File: src/hw/rtl/keyframe_interval_search_top_macros.svh
// Assertion macros shared by the keyframe interval search RTL.
`ifndef KEYFRAME_INTERVAL_SEARCH_TOP_MACROS_SVH
`define KEYFRAME_INTERVAL_SEARCH_TOP_MACROS_SVH

`ifndef SYNTHESIS
`define KIS_ASSERT(lbl, prop, msg) \
  lbl: assert property (@(posedge clk_i) disable iff (!rst_ni) prop) else $error(msg);
`define KIS_ASSERT_ALWAYS(lbl, prop, msg) \
  lbl: assert property (@(posedge clk_i) prop) else $error(msg);
`else
`define KIS_ASSERT(lbl, prop, msg)
`define KIS_ASSERT_ALWAYS(lbl, prop, msg)
`endif

`endif

File: src/hw/rtl/kis_pkg.sv
// Package with the widths, codes and interface types of the keyframe interval search block.
`default_nettype none

package kis_pkg;

  localparam int unsigned MaxKeys   = 256;
  localparam int unsigned IdxW      = $clog2(MaxKeys);
  localparam int unsigned CntW      = $clog2(MaxKeys + 1);
  localparam int unsigned TimeW     = 32;
  localparam int unsigned HintW     = 9;
  localparam int unsigned OutIdxW   = 8;
  localparam int unsigned OutcomeW  = 3;
  localparam int unsigned DiffW     = TimeW + 1;
  localparam int unsigned FracShift = 16;
  localparam int unsigned QuotW     = TimeW + 1;
  localparam int unsigned CmpW      = (HintW > CntW) ? HintW : CntW;

  localparam logic signed [TimeW-1:0] FracMax = {1'b0, {(TimeW - 1){1'b1}}};
  localparam logic signed [TimeW-1:0] FracMin = {1'b1, {(TimeW - 1){1'b0}}};

  typedef enum logic [OutcomeW-1:0] {
    OcAdded   = 3'd0,
    OcNoKeys  = 3'd1,
    OcSingle  = 3'd2,
    OcBracket = 3'd3,
    OcFull    = 3'd4
  } outcome_e;

  typedef enum logic {
    CmdAppend = 1'b0,
    CmdQuery  = 1'b1
  } command_e;

  typedef struct packed {
    logic                    start;
    logic signed [DiffW-1:0] num;
    logic signed [DiffW-1:0] den;
  } div_req_t;

  typedef struct packed {
    logic                    busy;
    logic                    done;
    logic signed [TimeW-1:0] quot;
  } div_rsp_t;

endpackage

`default_nettype wire

File: src/hw/rtl/kis_div.sv
// Iterative signed 16.16 fixed-point divider with saturation, one quotient bit per cycle.
`default_nettype none
`include "keyframe_interval_search_top_macros.svh"

module kis_div (
  input  logic              clk_i,
  input  logic              rst_ni,
  input  kis_pkg::div_req_t req_i,
  output kis_pkg::div_rsp_t rsp_o
);

  localparam int unsigned DvdW  = kis_pkg::DiffW + kis_pkg::FracShift;
  localparam int unsigned HiW   = DvdW - kis_pkg::QuotW;
  localparam int unsigned CntDW = $clog2(kis_pkg::QuotW);
  localparam logic [kis_pkg::QuotW-1:0] NegLim =
      kis_pkg::QuotW'(1) << (kis_pkg::TimeW - 1);
  localparam logic [kis_pkg::QuotW-1:0] PosLim = NegLim - kis_pkg::QuotW'(1);

  typedef enum logic [4:0] {
    DvIdle = 5'b00001,
    DvPrep = 5'b00010,
    DvRun  = 5'b00100,
    DvSat  = 5'b01000,
    DvFin  = 5'b10000
  } dv_state_e;

  dv_state_e state_q, state_d;

  logic                              neg_q, neg_d;
  logic                              nneg_q, nneg_d;
  logic [kis_pkg::DiffW-1:0]         nmag_q, nmag_d;
  logic [kis_pkg::DiffW-1:0]         dmag_q, dmag_d;
  logic [kis_pkg::DiffW-1:0]         rem_q, rem_d;
  logic [kis_pkg::QuotW-1:0]         dvd_q, dvd_d;
  logic [kis_pkg::QuotW-1:0]         quo_q, quo_d;
  logic [CntDW-1:0]                  cnt_q, cnt_d;
  logic signed [kis_pkg::TimeW-1:0]  res_q, res_d;

  logic [DvdW-1:0]             dividend;
  logic [HiW-1:0]              dvd_hi;
  logic [kis_pkg::DiffW:0]     shifted;
  logic [kis_pkg::DiffW+1:0]   trial;

  assign dividend = {nmag_q, {kis_pkg::FracShift{1'b0}}};
  assign dvd_hi   = dividend[DvdW-1:kis_pkg::QuotW];
  assign shifted  = {rem_q, dvd_q[kis_pkg::QuotW-1]};
  assign trial    = {1'b0, shifted} - {2'b00, dmag_q};

  always_comb begin
    state_d = state_q;
    neg_d   = neg_q;
    nneg_d  = nneg_q;
    nmag_d  = nmag_q;
    dmag_d  = dmag_q;
    rem_d   = rem_q;
    dvd_d   = dvd_q;
    quo_d   = quo_q;
    cnt_d   = cnt_q;
    res_d   = res_q;
    case (state_q)
      DvIdle: begin
        if (req_i.start) begin
          nneg_d  = req_i.num[kis_pkg::DiffW-1];
          neg_d   = req_i.num[kis_pkg::DiffW-1] ^ req_i.den[kis_pkg::DiffW-1];
          nmag_d  = req_i.num[kis_pkg::DiffW-1] ? -req_i.num : req_i.num;
          dmag_d  = req_i.den[kis_pkg::DiffW-1] ? -req_i.den : req_i.den;
          state_d = DvPrep;
        end
      end
      DvPrep: begin
        if (dmag_q == '0) begin
          res_d   = nneg_q ? kis_pkg::FracMin : kis_pkg::FracMax;
          state_d = DvFin;
        end else if (kis_pkg::DiffW'(dvd_hi) >= dmag_q) begin
          res_d   = neg_q ? kis_pkg::FracMin : kis_pkg::FracMax;
          state_d = DvFin;
        end else begin
          rem_d   = kis_pkg::DiffW'(dvd_hi);
          dvd_d   = dividend[kis_pkg::QuotW-1:0];
          quo_d   = '0;
          cnt_d   = CntDW'(kis_pkg::QuotW - 1);
          state_d = DvRun;
        end
      end
      DvRun: begin
        if (!trial[kis_pkg::DiffW+1]) begin
          rem_d = trial[kis_pkg::DiffW-1:0];
          quo_d = {quo_q[kis_pkg::QuotW-2:0], 1'b1};
        end else begin
          rem_d = shifted[kis_pkg::DiffW-1:0];
          quo_d = {quo_q[kis_pkg::QuotW-2:0], 1'b0};
        end
        dvd_d = {dvd_q[kis_pkg::QuotW-2:0], 1'b0};
        cnt_d = cnt_q - CntDW'(1);
        if (cnt_q == '0) begin
          state_d = DvSat;
        end
      end
      DvSat: begin
        if (!neg_q) begin
          if (quo_q > PosLim) begin
            res_d = kis_pkg::FracMax;
          end else begin
            res_d = quo_q[kis_pkg::TimeW-1:0];
          end
        end else begin
          if (quo_q > NegLim) begin
            res_d = kis_pkg::FracMin;
          end else begin
            res_d = -quo_q[kis_pkg::TimeW-1:0];
          end
        end
        state_d = DvFin;
      end
      DvFin: begin
        state_d = DvIdle;
      end
      default: begin
        state_d = DvIdle;
      end
    endcase
  end

  always_ff @(posedge clk_i or negedge rst_ni) begin
    if (!rst_ni) begin
      state_q <= DvIdle;
    end else begin
      state_q <= state_d;
    end
  end

  always_ff @(posedge clk_i) begin
    neg_q  <= neg_d;
    nneg_q <= nneg_d;
    nmag_q <= nmag_d;
    dmag_q <= dmag_d;
    rem_q  <= rem_d;
    dvd_q  <= dvd_d;
    quo_q  <= quo_d;
    cnt_q  <= cnt_d;
    res_q  <= res_d;
  end

  assign rsp_o.busy = (state_q != DvIdle);
  assign rsp_o.done = (state_q == DvFin);
  assign rsp_o.quot = res_q;

  `KIS_ASSERT(a_rem_below_divisor, (state_q == DvRun) |-> (rem_q < dmag_q), "remainder not below divisor")
  `KIS_ASSERT(a_run_ends_in_sat, ((state_q == DvRun) && (cnt_q == '0)) |=> (state_q == DvSat), "quotient loop did not end")
  `KIS_ASSERT(a_fin_one_cycle, (state_q == DvFin) |=> (state_q == DvIdle), "done held for more than one cycle")

endmodule

`default_nettype wire

File: config.mk
export PLATFORM = sky130hd
export DESIGN_NAME = kis_div
export DESIGN_NICKNAME = d
export VERILOG_FILES = /design/src/hw/rtl/kis_pkg.sv /design/src/hw/rtl/kis_div.sv
export VERILOG_INCLUDE_DIRS = /design/src /design/src/hw/rtl
export SDC_FILE = /design/constraint.sdc
export NUM_CORES = 1
export LEC_CHECK = 0
export ABC_AREA = 1
export BUFFER_PORTS_ARGS = -buffer_cell sky130_fd_sc_hd__buf_2
export CAP_MARGIN = 10
export CORE_MARGIN = 2
export CORE_UTILIZATION = 40
export CTS_CLUSTER_SIZE = 14
export DETAILED_ROUTE_END_ITERATION = 16
export GPL_TIMING_DRIVEN = 0
export PLACE_DENSITY = 0.64
export SYNTH_ARGS = -nofsm -noshare
export SYNTH_HDL_FRONTEND = slang
export SYNTH_SLANG_ARGS = --single-unit
File: constraint.sdc
create_clock -name clk_i -period 18.7 [get_ports clk_i]
set_input_delay 2.805 -clock clk_i [delete_from_list [all_inputs] [get_ports clk_i]]
set_output_delay 2.805 -clock clk_i [all_outputs]
set_load 0.05 [all_outputs]
==> parameters.txt, run 1 <==
Parameter                              Value

Synth
  Share of synthesized area occupied by flip-flops and latches ... 0.407
  Synth Net Count ... 2100
  Commonest cells post-synth ... sky130_fd_sc_hd__nand2_1, sky130_fd_sc_hd__inv_1, sky130_fd_sc_hd__nor2_1
  FF+latch count, synth ... 194
  Biggest area consumer among synthesized cells ... sky130_fd_sc_hd__edfxtp_1
  Most numerous cell in the Yosys netlist ... sky130_fd_sc_hd__nand2_1
  Post-synth cell types ... 47
  Cell Area, Synth ... 14300 um2
  Number of warnings issued by yosys ... 0
  Number of flops mapped to enable cells by yosys ... 189
  Average size of a mapped cell ... 7.22 um2
  Most used flip-flop cell after synthesis ... sky130_fd_sc_hd__edfxtp_1
  Leading cell types by total area after synthesis ... sky130_fd_sc_hd__edfxtp_1, sky130_fd_sc_hd__nand2_1, sky130_fd_sc_hd__inv_1
  Post-Synthesis Cells ... 1976
  Area fraction of the dominant cell type after synthesis ... 0.398
  Async SR Flop Fraction ... 0.0258

GRT
  Overall overflow remaining after global route ... 0
  Initial antenna violation count ... 0
  Routing usage on met2 ... 0.364
  Maximum number of pins on one net before global-route repair ... 39
  Number of global-route vias before repair ... 12.3k
  Most congested layer reported by global routing ... met2
  Routing usage on met1 ... 0.289
  GR Util All Layers ... 0.217
  Met3 track utilization from global routing ... 0.0255
  First-pass GRT wire length ... 62700 um

Floorplan
  Total Die Area ... 37200 um2
  Width of the die ... 193 um
  Initial core utilization ... 0.404
  Standard-cell rows ... 69
  Floorplan die height ... 193 um
  I/O pin total ... 103
  Core Footprint ... 35300 um2

Place
  Port bufs ... 101
  Global placer's final weighted congestion ... 0.939
  Post-detail-place hpwl ... 31300 um
  Pre-CTS setup slack ... 14080 ps

Clock tree
  Post-cts gate resize count ... 0
  CTS tree ... yes
  Setup repair bufs after CTS ... 0
  Insertion delay to the later sink of the worst-skew pair ... 470 ps
  CTS sink count ... 194
  Number of H-tree branching levels ... 4
  Root buffer cell ... sky130_fd_sc_hd__clkbuf_16
  Worst-path clk slew ... 70 ps
  CTS buffer count ... 17
  Maximum count of clock buffers along a single path ... 2
  Hold_buf cts ... 0

Timing
  Time the final worst path needs with I/O delays and setup ... 4470 ps
  Unrepaired setup endpoints after global routing ... false
  Endpoints failing setup ... 0
  Final worst path period share ... 0.239
  Maximum operating frequency ... 224 MHz
  Worst setup skew after layout ... 16.6 ps
  Worst Max-Slew Pin Slew ... 903 ps
  Max-slew headroom at the worst pin ... 0.397
  Max-slew violations ... 0
  Final hold violations ... 0
  Final worst slack ... 14230 ps
  Accumulated negative setup slack ... 0 ps

Critical path
  Crit. End Element ... output port
  Category of the worst setup path launch point ... flip-flop
  Max FO, Critical Path ... 5
  Worst Path Required ... 15890 ps
  Arrival time reported for the critical path endpoint ... 1660 ps
  Class of the most critical setup path ... reg2out

Routing
  DRC violations left ... 0
  Total Wirelength ... 38800 um
  Initial DRC Count ... 988
  Final ANT Viol Nets ... 0
  Detailed-route vias per instance ... 5.00
  Number of vias after detailed routing ... 12.9k
  Avg WL per Cell ... 15.1 um
  First drt pass iteration count ... 5

Run
  Max-capacitance violation count ... 0

Cells and area
  Final net count ... 2225
  Layout-stage area growth over the synthesis result ... 12.9%
  Ratio of cells with drive above 1 in the final layout ... 0.0984
  Diode insertion count for antenna repair ... 0

Worst hold path
  Type of the tightest min-delay check ... reg2reg

Run status
  Outcome ... complete, no violations

Power and ir drop
  Pwr per Cell Area ... 130 nW/um2
  Largest vdd supply drop ... 0.0874 mV
  Leakage Power ... 7.66 nW
==> per-stage QoR <==
stage	hold slack, ps	utilization	instances	cell area, um2	power (mW)
2_1_floorplan	487	-	1976	14300	1.42
3_3_place_gp	498	0.435	2538	15400	1.70
3_5_place_dp	499	0.438	2542	15500	1.71
4_1_cts	513	0.455	2574	16100	2.10
5_1_grt	531	0.456	2575	16100	2.26
6_report	515	0.456	2575	16100	2.10
==> final timing paths <==
kind	from	end	slack, ps	depth (start not counted)
worst min-delay path	dvd_q[25]	dvd_q[26]	520	2
worst max-delay path	state_q[0]	rsp_o[33]	14230	4
worst max register to register	dmag_q[14]	rem_q[16]	15700	11
max in group asynchronous	rst_ni	state_q[0]	16350	1
worst min register to register	dvd_q[25]	dvd_q[26]	520	2
min in group asynchronous	rst_ni	state_q[1]	2140	1
==> cells in the final DEF, fill, tap and decap left out, drive strengths merged, types with 39 or more instances in the layout <==
| cell type | count |
|---|---|
| a21oi | 39 |
| buf | 133 |
| edfxtp | 189 |
| ha | 54 |
| inv | 311 |
| nand2 | 703 |
| nand3 | 136 |
| nand4 | 64 |
| nor2 | 250 |
| xor2 | 49 |
==> kinds of logic (layout without fill, tap and decap cells) <==
group | Yosys count | in the layout | synth area share
buf+inv | 352 | 490 | 0.0981
fa+ha+maj | 55 | 55 | 0.0488
xor+xnor | 82 | 82 | 0.0503
compound gates | 88 | 88 | 0.0344
simple gates | 1205 | 1205 | 0.362
flops | 194 | 194 | 0.407
==> final cells by class <==
class	instances	area [um2]
clock buffer	17	425
timing repair buffer	106	621
inverter	308	1160
sequential	194	5800
tap	461	577
fill	3549	19200
multi-input combinational	1430	7090
buffer	44	244
clock inverter	15	198
==> where the power goes <==
group / internal (mW) / total [mW] / switching [mW]
registers: 0.639 / 0.704 / 0.0648
clock network: 0.204 / 0.389 / 0.185
logic: 0.319 / 1.00 / 0.685
total: 1.16 / 2.10 / 0.935
==> metal layers <==
metal / up-vias / share of wire
met5: - / 0
met4: 0 / 0.023
met3: 56 / 0.044
met2: 349 / 0.47
met1: 5918 / 0.47
li1: 6553 / -
==> flip-flops by register name (all words and copies together) (netlist names) <==
name	count
quo_q	33
state_q	5
dvd_q	17
nmag_q	33
dmag_q	33
neg_q	1
nneg_q	1
rem_q	33
cnt_q	6
res_q	32
==> worst max-delay path, stage by stage (launching register included) <==
cell	delay, ps
sky130_fd_sc_hd__dfstp_2	530
sky130_fd_sc_hd__inv_1	50
sky130_fd_sc_hd__nor4_1	220
sky130_fd_sc_hd__inv_1	160
sky130_fd_sc_hd__buf_2	240
(Power assumes the default switching activity.)
==> run 2: changes to the inputs <==
ABC_AREA = 0   (was 1)
clock period = 4.5 ns   (was 18.7 ns; I/O delays follow)
==> run 2 against run 1 <==
Global-route usage fell by 2.8 points. Worst setup slack got worse by 14000 ps. Hold slack got worse by 470 ps. Clock power rose to 3.8 times the previous value. Synthesized area fell by 16%. Clock skew barely moved. Highest routed layer unchanged.
==> parameters.txt, run 2 <==
Parameter                              Value

Power and ir drop
  Power share of the combinational group ... 0.368 (was 0.479)
  Net switching power of the design ... 2.48 mW (was 935 uW)
  Switching Share ... 0.376 (was 0.446)
  Pwr per Cell Area ... 480 nW/um2 (was 130 nW/um2)
  Fraction of power consumed by sequential logic ... 0.406 (was 0.336)
  Largest vdd supply drop ... 0.266 mV (was 0.0874 mV)
  Final Total Pwr ... 6.59 mW (was 2.10 mW)
  Cell internal power dissipation ... 4.11 mW (was 1.16 mW)
  Clock Power Share ... 0.227 (was 0.185)
  Leakage Power ... 5.13 nW (was 7.66 nW)

Critical path
  Category of the worst setup path launch point ... flip-flop (unchanged)
  Arrival time reported for the critical path endpoint ... 4270 ps (was 1660 ps)
  Class of the most critical setup path ... reg2reg (was reg2out)
  Cell at the slowest stage of the critical path ... sky130_fd_sc_hd__or4b_2 (was sky130_fd_sc_hd__dfstp_2)
  Critical path's largest stage delay ... 700 ps (was 530 ps)
  Crit. End Element ... flip-flop (was output port)
  R2r setup slk ... 420 ps (was 15700 ps)
  Crit-path most repeated cell ... sky130_fd_sc_hd__nand2_1 (was sky130_fd_sc_hd__inv_1)
  Worst Path Required ... 4690 ps (was 15890 ps)
  Max FO, Critical Path ... 8 (was 5)
  Cells traversed along the worst timing path ... inv_1 -> ha_1 -> or4b_2 -> nor4_4 -> nand3_1 -> nor2b_1 -> clkbuf_1 -> nand2_1 -> o31ai_2 -> nand2_1 -> o221a_2 (was inv_1 -> nor4_1 -> inv_1 -> buf_2)

Synth
  Area fraction of the dominant cell type after synthesis ... 0.472 (was 0.398)
  Number of warnings issued by yosys ... 0 (unchanged)
  Biggest area consumer among synthesized cells ... sky130_fd_sc_hd__edfxtp_1 (unchanged)
  Number of flops mapped to enable cells by yosys ... 189 (unchanged)
  Post-synth cell types ... 70 (was 47)
  Leading cell types by total area after synthesis ... sky130_fd_sc_hd__edfxtp_1, sky130_fd_sc_hd__xnor2_1, sky130_fd_sc_hd__ha_1 (was sky130_fd_sc_hd__edfxtp_1, sky130_fd_sc_hd__nand2_1, sky130_fd_sc_hd__inv_1)
  Commonest cells post-synth ... sky130_fd_sc_hd__edfxtp_1, sky130_fd_sc_hd__nand2_1, sky130_fd_sc_hd__o21ai_0 (was sky130_fd_sc_hd__nand2_1, sky130_fd_sc_hd__inv_1, sky130_fd_sc_hd__nor2_1)
  Post-Synthesis Cells ... 1201 (was 1976)
  Async SR Flop Fraction ... 0.0258 (unchanged)
  FF+latch count, synth ... 194 (unchanged)
  Cell Area, Synth ... 12000 um2 (was 14300 um2)
  Synth Net Count ... 1325 (was 2100)
  Average size of a mapped cell ... 10.0 um2 (was 7.22 um2)
  Share of synthesized area occupied by flip-flops and latches ... 0.482 (was 0.407)
  Most used flip-flop cell after synthesis ... sky130_fd_sc_hd__edfxtp_1 (unchanged)
  Most numerous cell in the Yosys netlist ... sky130_fd_sc_hd__edfxtp_1 (was sky130_fd_sc_hd__nand2_1)

GRT
  First-pass GRT wire length ... 47400 um (was 62700 um)
  GR Util All Layers ... 0.189 (was 0.217)
  Maximum number of pins on one net before global-route repair ... 67 (was 39)
  Initial antenna violation count ... 0 (unchanged)
  Overall overflow remaining after global route ... 0 (unchanged)
  Number of global-route vias before repair ... 9330 (was 12.3k)

Floorplan
  I/O pin total ... 103 (unchanged)
  Initial core utilization ... 0.406 (was 0.404)
  Total Die Area ... 31500 um2 (was 37200 um2)
  Core Footprint ... 29600 um2 (was 35300 um2)
  Standard-cell rows ... 63 (was 69)
  Floorplan die height ... 177 um (was 193 um)
  Width of the die ... 177 um (was 193 um)

Place
  Port bufs ... 102 (was 101)
  Post-detail-place hpwl ... 21800 um (was 31300 um)
  Total cell area at the placement stage ... 13100 um2 (was 15500 um2)
  Global placer's final weighted congestion ... 0.903 (was 0.939)

Routing
  Avg WL per Cell ... 17.0 um (was 15.1 um)
  Total Wirelength ... 29400 um (was 38800 um)
  DRC violations left ... 0 (unchanged)
  Number of vias after detailed routing ... 9657 (was 12.9k)
  Initial DRC Count ... 814 (was 988)
  Final ANT Viol Nets ... 0 (unchanged)
  Detailed-route vias per instance ... 5.59 (was 5.00)
  First drt pass iteration count ... 5 (unchanged)

Timing
  Final hold violations ... 0 (unchanged)
  Final-layout worst hold slack ... 46.3 ps (was 515 ps)
  Worst setup skew after layout ... 16.4 ps (was 16.6 ps)
  Unrepaired setup endpoints after global routing ... false (unchanged)
  Maximum operating frequency ... 245 MHz
  Accumulated negative setup slack ... 0 ps (unchanged)
  Endpoints failing setup ... 0 (unchanged)
  Max-slew violations ... 0 (unchanged)
  Max-slew headroom at the worst pin ... 0.319 (was 0.397)
  Worst Max-Slew Pin Slew ... 1010 ps (was 903 ps)
  Time the final worst path needs with I/O delays and setup ... 4080 ps
  Final worst path period share ... 0.907

Clock tree
  Root buffer cell ... sky130_fd_sc_hd__clkbuf_16 (unchanged)
  Worst-path clk slew ... 70 ps (about the same)
  Hold_buf cts ... 0 (unchanged)
  Maximum count of clock buffers along a single path ... 2 (unchanged)
  Post-cts gate resize count ... 0 (unchanged)
  Insertion delay to the later sink of the worst-skew pair ... 440 ps (was 470 ps)
  Setup repair bufs after CTS ... 0 (unchanged)
  CTS buffer count ... 17 (unchanged)
  CTS sink count ... 194 (unchanged)
  CTS tree ... yes (unchanged)
  Number of H-tree branching levels ... 4 (unchanged)

Cells and area
  Ratio of cells with drive above 1 in the final layout ... 0.119 (was 0.0984)
  Most used cells in the layout excluding fill and tap cells ... sky130_fd_sc_hd__edfxtp_1, sky130_fd_sc_hd__nand2_1, sky130_fd_sc_hd__o21ai_0 (was sky130_fd_sc_hd__nand2_1, sky130_fd_sc_hd__inv_1, sky130_fd_sc_hd__nor2_1)
  Design Area, Final ... 13700 um2 (was 16100 um2)
  Leading cell type in the layout, fill and taps excluded ... sky130_fd_sc_hd__edfxtp_1 (was sky130_fd_sc_hd__nand2_1)
  Layout-stage area growth over the synthesis result ... 14.1% (was 12.9%)
  Final core area utilization ... 0.463 (was 0.456)
  Diode insertion count for antenna repair ... 0 (unchanged)
  Final net count ... 1450 (was 2225)

Run
  Max-capacitance violation count ... 0 (unchanged)

Worst hold path
  Type of the tightest min-delay check ... in2async (was reg2reg)

Run status
  Outcome ... complete, no violations (unchanged)
## run 2: changes by cell type in the layout (fill, tap and decap cells not counted), sizes merged, moves of 36 or more
| cell | previous run | this run |
|---|---|---|
| nand3 | 136 | 20 |
| nor2 | 250 | 79 |
| inv | 311 | 63 |
| nand2 | 703 | 123 |
| xnor2 | 33 | 78 |
| xor2 | 49 | 13 |
| o21ai | 38 | 107 |
| nand4 | 64 | 18 |
## run 2: area by class of cell
cell class | instances | area [um2]
Fill cell | 2848 | 15900
Multi-Input combinational cell | 897 | 5830
Sequential cell | 194 | 5800
Timing Repair Buffer | 106 | 613
Tap cell | 390 | 488
Clock buffer | 18 | 429
Inverter | 57 | 214
Buffer | 53 | 201
Clock inverter | 14 | 146
## run 2: cell families (layout without fill, tap and decap cells)
family,after synthesis,in the layout,share of synthesized area
simple gates,424,424,0.182
mux,18,18,0.0150
fa+ha+maj,55,55,0.0578
xor+xnor,91,91,0.0662
buf+inv,110,248,0.0345
flops,194,194,0.482
compound gates,309,309,0.162
## run 2: worst max-delay path, delay by kind of cell (launching register included)
family          cells  cell delay, ps
compound gates      2             770
fa+ha+maj           1             240
simple gates        6            1910
flops               1             470
buf+inv             2             450
## run 2: final timing paths
kind | end | start | cells after the start
setup / recovery | res_q[31] | quo_q[0] | 11
hold / removal | state_q[1] | rst_ni | 1
setup reg to reg | res_q[31] | quo_q[0] | 11
hold reg to reg | dvd_q[17] | dvd_q[16] | 2
max in group asynchronous | state_q[0] | rst_ni | 1
min in group clk_i | dmag_q[0] | req_i[0] | 1
## run 2: metrics by stage
stage               std cells  setup slack, ps
finish                   1729              417
global route             1729              194
CTS                      1729              447
detailed placement       1697              362
global placement         1693            -1440
floorplan                1201             94.5
## run 2: per-layer routing
layer	vias up	part of all wire	GRT usage
met4	0	0.023	0.0659
met5	-	0	0
met1	4636	0.46	0.255
met2	293	0.46	0.313
met3	41	0.050	0.0240
li1	4687	-	-
## run 2: power by group through the flow
stage | clock (mW) | sequential [mW] | combinational (mW)
3_5_place_dp | 0 | 2.71 | 2.39
4_1_cts | 1.52 | 2.67 | 2.41
2_1_floorplan | 0 | 2.66 | 1.74
6_report | 1.49 | 2.68 | 2.42
5_1_grt | 1.59 | 2.71 | 2.69
3_3_place_gp | 0 | 2.75 | 2.29
==> run 3: changes to the inputs <==
CORE_UTILIZATION = 35   (was 40)
PLACE_DENSITY = 0.59   (was 0.64)
==> run 3 against run 2 <==
Combinational power barely moved. Largest power group unchanged. Final cell count rose by 3.2%. Highest routed layer unchanged. First-iteration DRC count fell by 10%.
==> parameters.txt, run 3 (same netlist as run 2, synthesis figures left out) <==
Parameter                              Value

Critical path
  Crit. End Element ... flip-flop (unchanged)
  Category of the worst setup path launch point ... flip-flop (unchanged)
  Crit path buf inv count ... 2 (unchanged)
  Arrival time reported for the critical path endpoint ... 4400 ps (was 4270 ps)
  Cell at the slowest stage of the critical path ... sky130_fd_sc_hd__or4b_2 (unchanged)
  Family with the most delay on the worst path ... simple AND/OR/NAND/NOR gates (unchanged)
  Cells traversed along the worst timing path ... inv_1 -> ha_1 -> or4b_2 -> nor4_4 -> nand3_1 -> nor2b_1 -> clkbuf_1 -> nand2_1 -> o31ai_2 -> nand2_1 -> o221a_2 (unchanged)
  Class of the most critical setup path ... reg2reg (unchanged)
  Crit-path most repeated cell ... sky130_fd_sc_hd__nand2_1 (unchanged)
  Worst Path Required ... 4690 ps (about the same)
  Max FO, Critical Path ... 8 (unchanged)
  Critical path's largest stage delay ... 710 ps (was 700 ps)

Routing
  Final ANT Viol Nets ... 0 (unchanged)
  Initial DRC Count ... 729 (was 814)
  Total Wirelength ... 29700 um (was 29400 um)
  First drt pass iteration count ... 5 (unchanged)
  DRC violations left ... 0 (unchanged)
  Detailed-route vias per instance ... 5.33 (was 5.59)
  Number of vias after detailed routing ... 9512 (was 9657)
  Avg WL per Cell ... 16.6 um (was 17.0 um)

Place
  Pre-CTS setup slack ... 326 ps (was 362 ps)
  Global placer's final weighted congestion ... 0.913 (was 0.903)
  Post-detail-place hpwl ... 22100 um (was 21800 um)
  Port bufs ... 102 (unchanged)

Timing
  Worst setup skew after layout ... 10.7 ps (was 16.4 ps)
  Endpoints failing setup ... 0 (unchanged)
  Maximum operating frequency ... 238 MHz (was 245 MHz)
  Time the final worst path needs with I/O delays and setup ... 4200 ps (was 4080 ps)
  Max-slew violations ... 0 (unchanged)
  Unrepaired setup endpoints after global routing ... false (unchanged)
  Worst Max-Slew Pin Slew ... 1010 ps (about the same)
  Final worst slack ... 297 ps (was 417 ps)
  Final hold violations ... 0 (unchanged)
  Final worst path period share ... 0.934 (was 0.907)
  Accumulated negative setup slack ... 0 ps (unchanged)
  Max-slew headroom at the worst pin ... 0.323 (was 0.319)

Power and ir drop
  Pwr per Cell Area ... 472 nW/um2 (was 480 nW/um2)
  Leakage Power ... 5.10 nW (was 5.13 nW)
  Largest vdd supply drop ... 0.345 mV (was 0.266 mV)

Clock tree
  Maximum count of clock buffers along a single path ... 2 (unchanged)
  CTS buffer count ... 17 (unchanged)
  Number of H-tree branching levels ... 4 (unchanged)
  Post-cts gate resize count ... 0 (unchanged)
  Insertion delay to the later sink of the worst-skew pair ... 440 ps (about the same)
  CTS tree ... yes (unchanged)
  Root buffer cell ... sky130_fd_sc_hd__clkbuf_16 (unchanged)
  Setup repair bufs after CTS ... 0 (unchanged)
  CTS sink count ... 194 (unchanged)
  Worst-path clk slew ... 70 ps (about the same)
  Hold_buf cts ... 0 (unchanged)

Cells and area
  Layout-stage area growth over the synthesis result ... 14.1% (about the same)
  Ratio of cells with drive above 1 in the final layout ... 0.117 (was 0.119)
  Diode insertion count for antenna repair ... 0 (unchanged)
  Leading cell type in the layout, fill and taps excluded ... sky130_fd_sc_hd__edfxtp_1 (unchanged)
  Most used cells in the layout excluding fill and tap cells ... sky130_fd_sc_hd__edfxtp_1, sky130_fd_sc_hd__nand2_1, sky130_fd_sc_hd__o21ai_0 (unchanged)
  Fill count ... 3390 (was 2848)
  Final net count ... 1450 (unchanged)

GRT
  Maximum number of pins on one net before global-route repair ... 67 (unchanged)
  Number of global-route vias before repair ... 9265 (was 9330)
  Initial antenna violation count ... 0 (unchanged)
  First-pass GRT wire length ... 48800 um (was 47400 um)
  Overall overflow remaining after global route ... 0 (unchanged)
  GR Util All Layers ... 0.171 (was 0.189)

Floorplan
  Total Die Area ... 35900 um2 (was 31500 um2)
  Core Footprint ... 33700 um2 (was 29600 um2)
  I/O pin total ... 103 (unchanged)
  Standard-cell rows ... 67 (was 63)
  Initial core utilization ... 0.357 (was 0.406)
  Width of the die ... 189 um (was 177 um)
  Floorplan die height ... 189 um (was 177 um)

Run status
  Outcome ... complete, no violations (unchanged)

Run
  Max-capacitance violation count ... 0 (unchanged)

Worst hold path
  Type of the tightest min-delay check ... in2async (unchanged)
-- run 3: cell count changes in the layout (fill, tap and decap cells not counted) --
| cell | previous run | this run |
|---|---|---|
| sky130_fd_sc_hd__clkinv_8 | 4 | 0 |
| sky130_fd_sc_hd__clkbuf_1 | 51 | 50 |
| sky130_fd_sc_hd__clkinvlp_4 | 2 | 3 |
| sky130_fd_sc_hd__clkinv_2 | 1 | 3 |
| sky130_fd_sc_hd__clkinv_1 | 1 | 3 |
| sky130_fd_sc_hd__inv_8 | 2 | 1 |
| sky130_fd_sc_hd__inv_6 | 4 | 3 |
-- run 3: worst paths after layout --
path | startpoint | to | slack (ps) | depth (start not counted)
worst max-delay path | quo_q[0] | res_q[31] | 300 | 11
worst max register to register | quo_q[0] | res_q[31] | 300 | 11
min in group clk_i | req_i[0] | dmag_q[0] | 450 | 1
max in group asynchronous | rst_ni | state_q[0] | 4250 | 1
worst min register to register | dvd_q[20] | dvd_q[21] | 520 | 2
worst min-delay path | rst_ni | state_q[2] | 40 | 1
-- run 3: metal layers --
| metal | wire length, um | track usage | up-vias |
|---|---|---|---|
| met5 | 0 | 0 | - |
| met4 | 507 | 0.0531 | 0 |
| met3 | 1350 | 0.0252 | 44 |
| met2 | 13700 | 0.280 | 268 |
| met1 | 14100 | 0.235 | 4524 |
| li1 | - | - | 4676 |
-- run 3: cell type report --
cell class              instances  area, um2  share of cell area
multi-input cells             897       5830               0.425
flip-flops and latches        194       5800               0.422
repair buffers                106        613              0.0446
well taps                     448        561              0.0408
clock buffers                  17        425              0.0310
inverters                      57        214              0.0156
plain buffers                  53        201              0.0147
clock inverters                13       86.3             0.00629
-- run 3: stage by stage --
step,power (mW),cells,utilization,instance area [um2],hold WS [ps]
2_1_floorplan,4.41,1201,-,12000,379
3_3_place_gp,5.06,1751,0.389,13100,493
3_5_place_dp,5.10,1755,0.392,13200,493
4_1_cts,6.52,1785,0.408,13700,26.0
5_1_grt,6.91,1785,0.408,13700,25.0
6_report,6.48,1785,0.408,13700,41.5
-- run 3: power breakdown --
part | internal, mW | leakage (nW) | switching, mW
Clock | 0.700 | 0.246 | 0.690
Sequential | 2.46 | 1.81 | 0.219
Combinational | 0.915 | 3.04 | 1.49
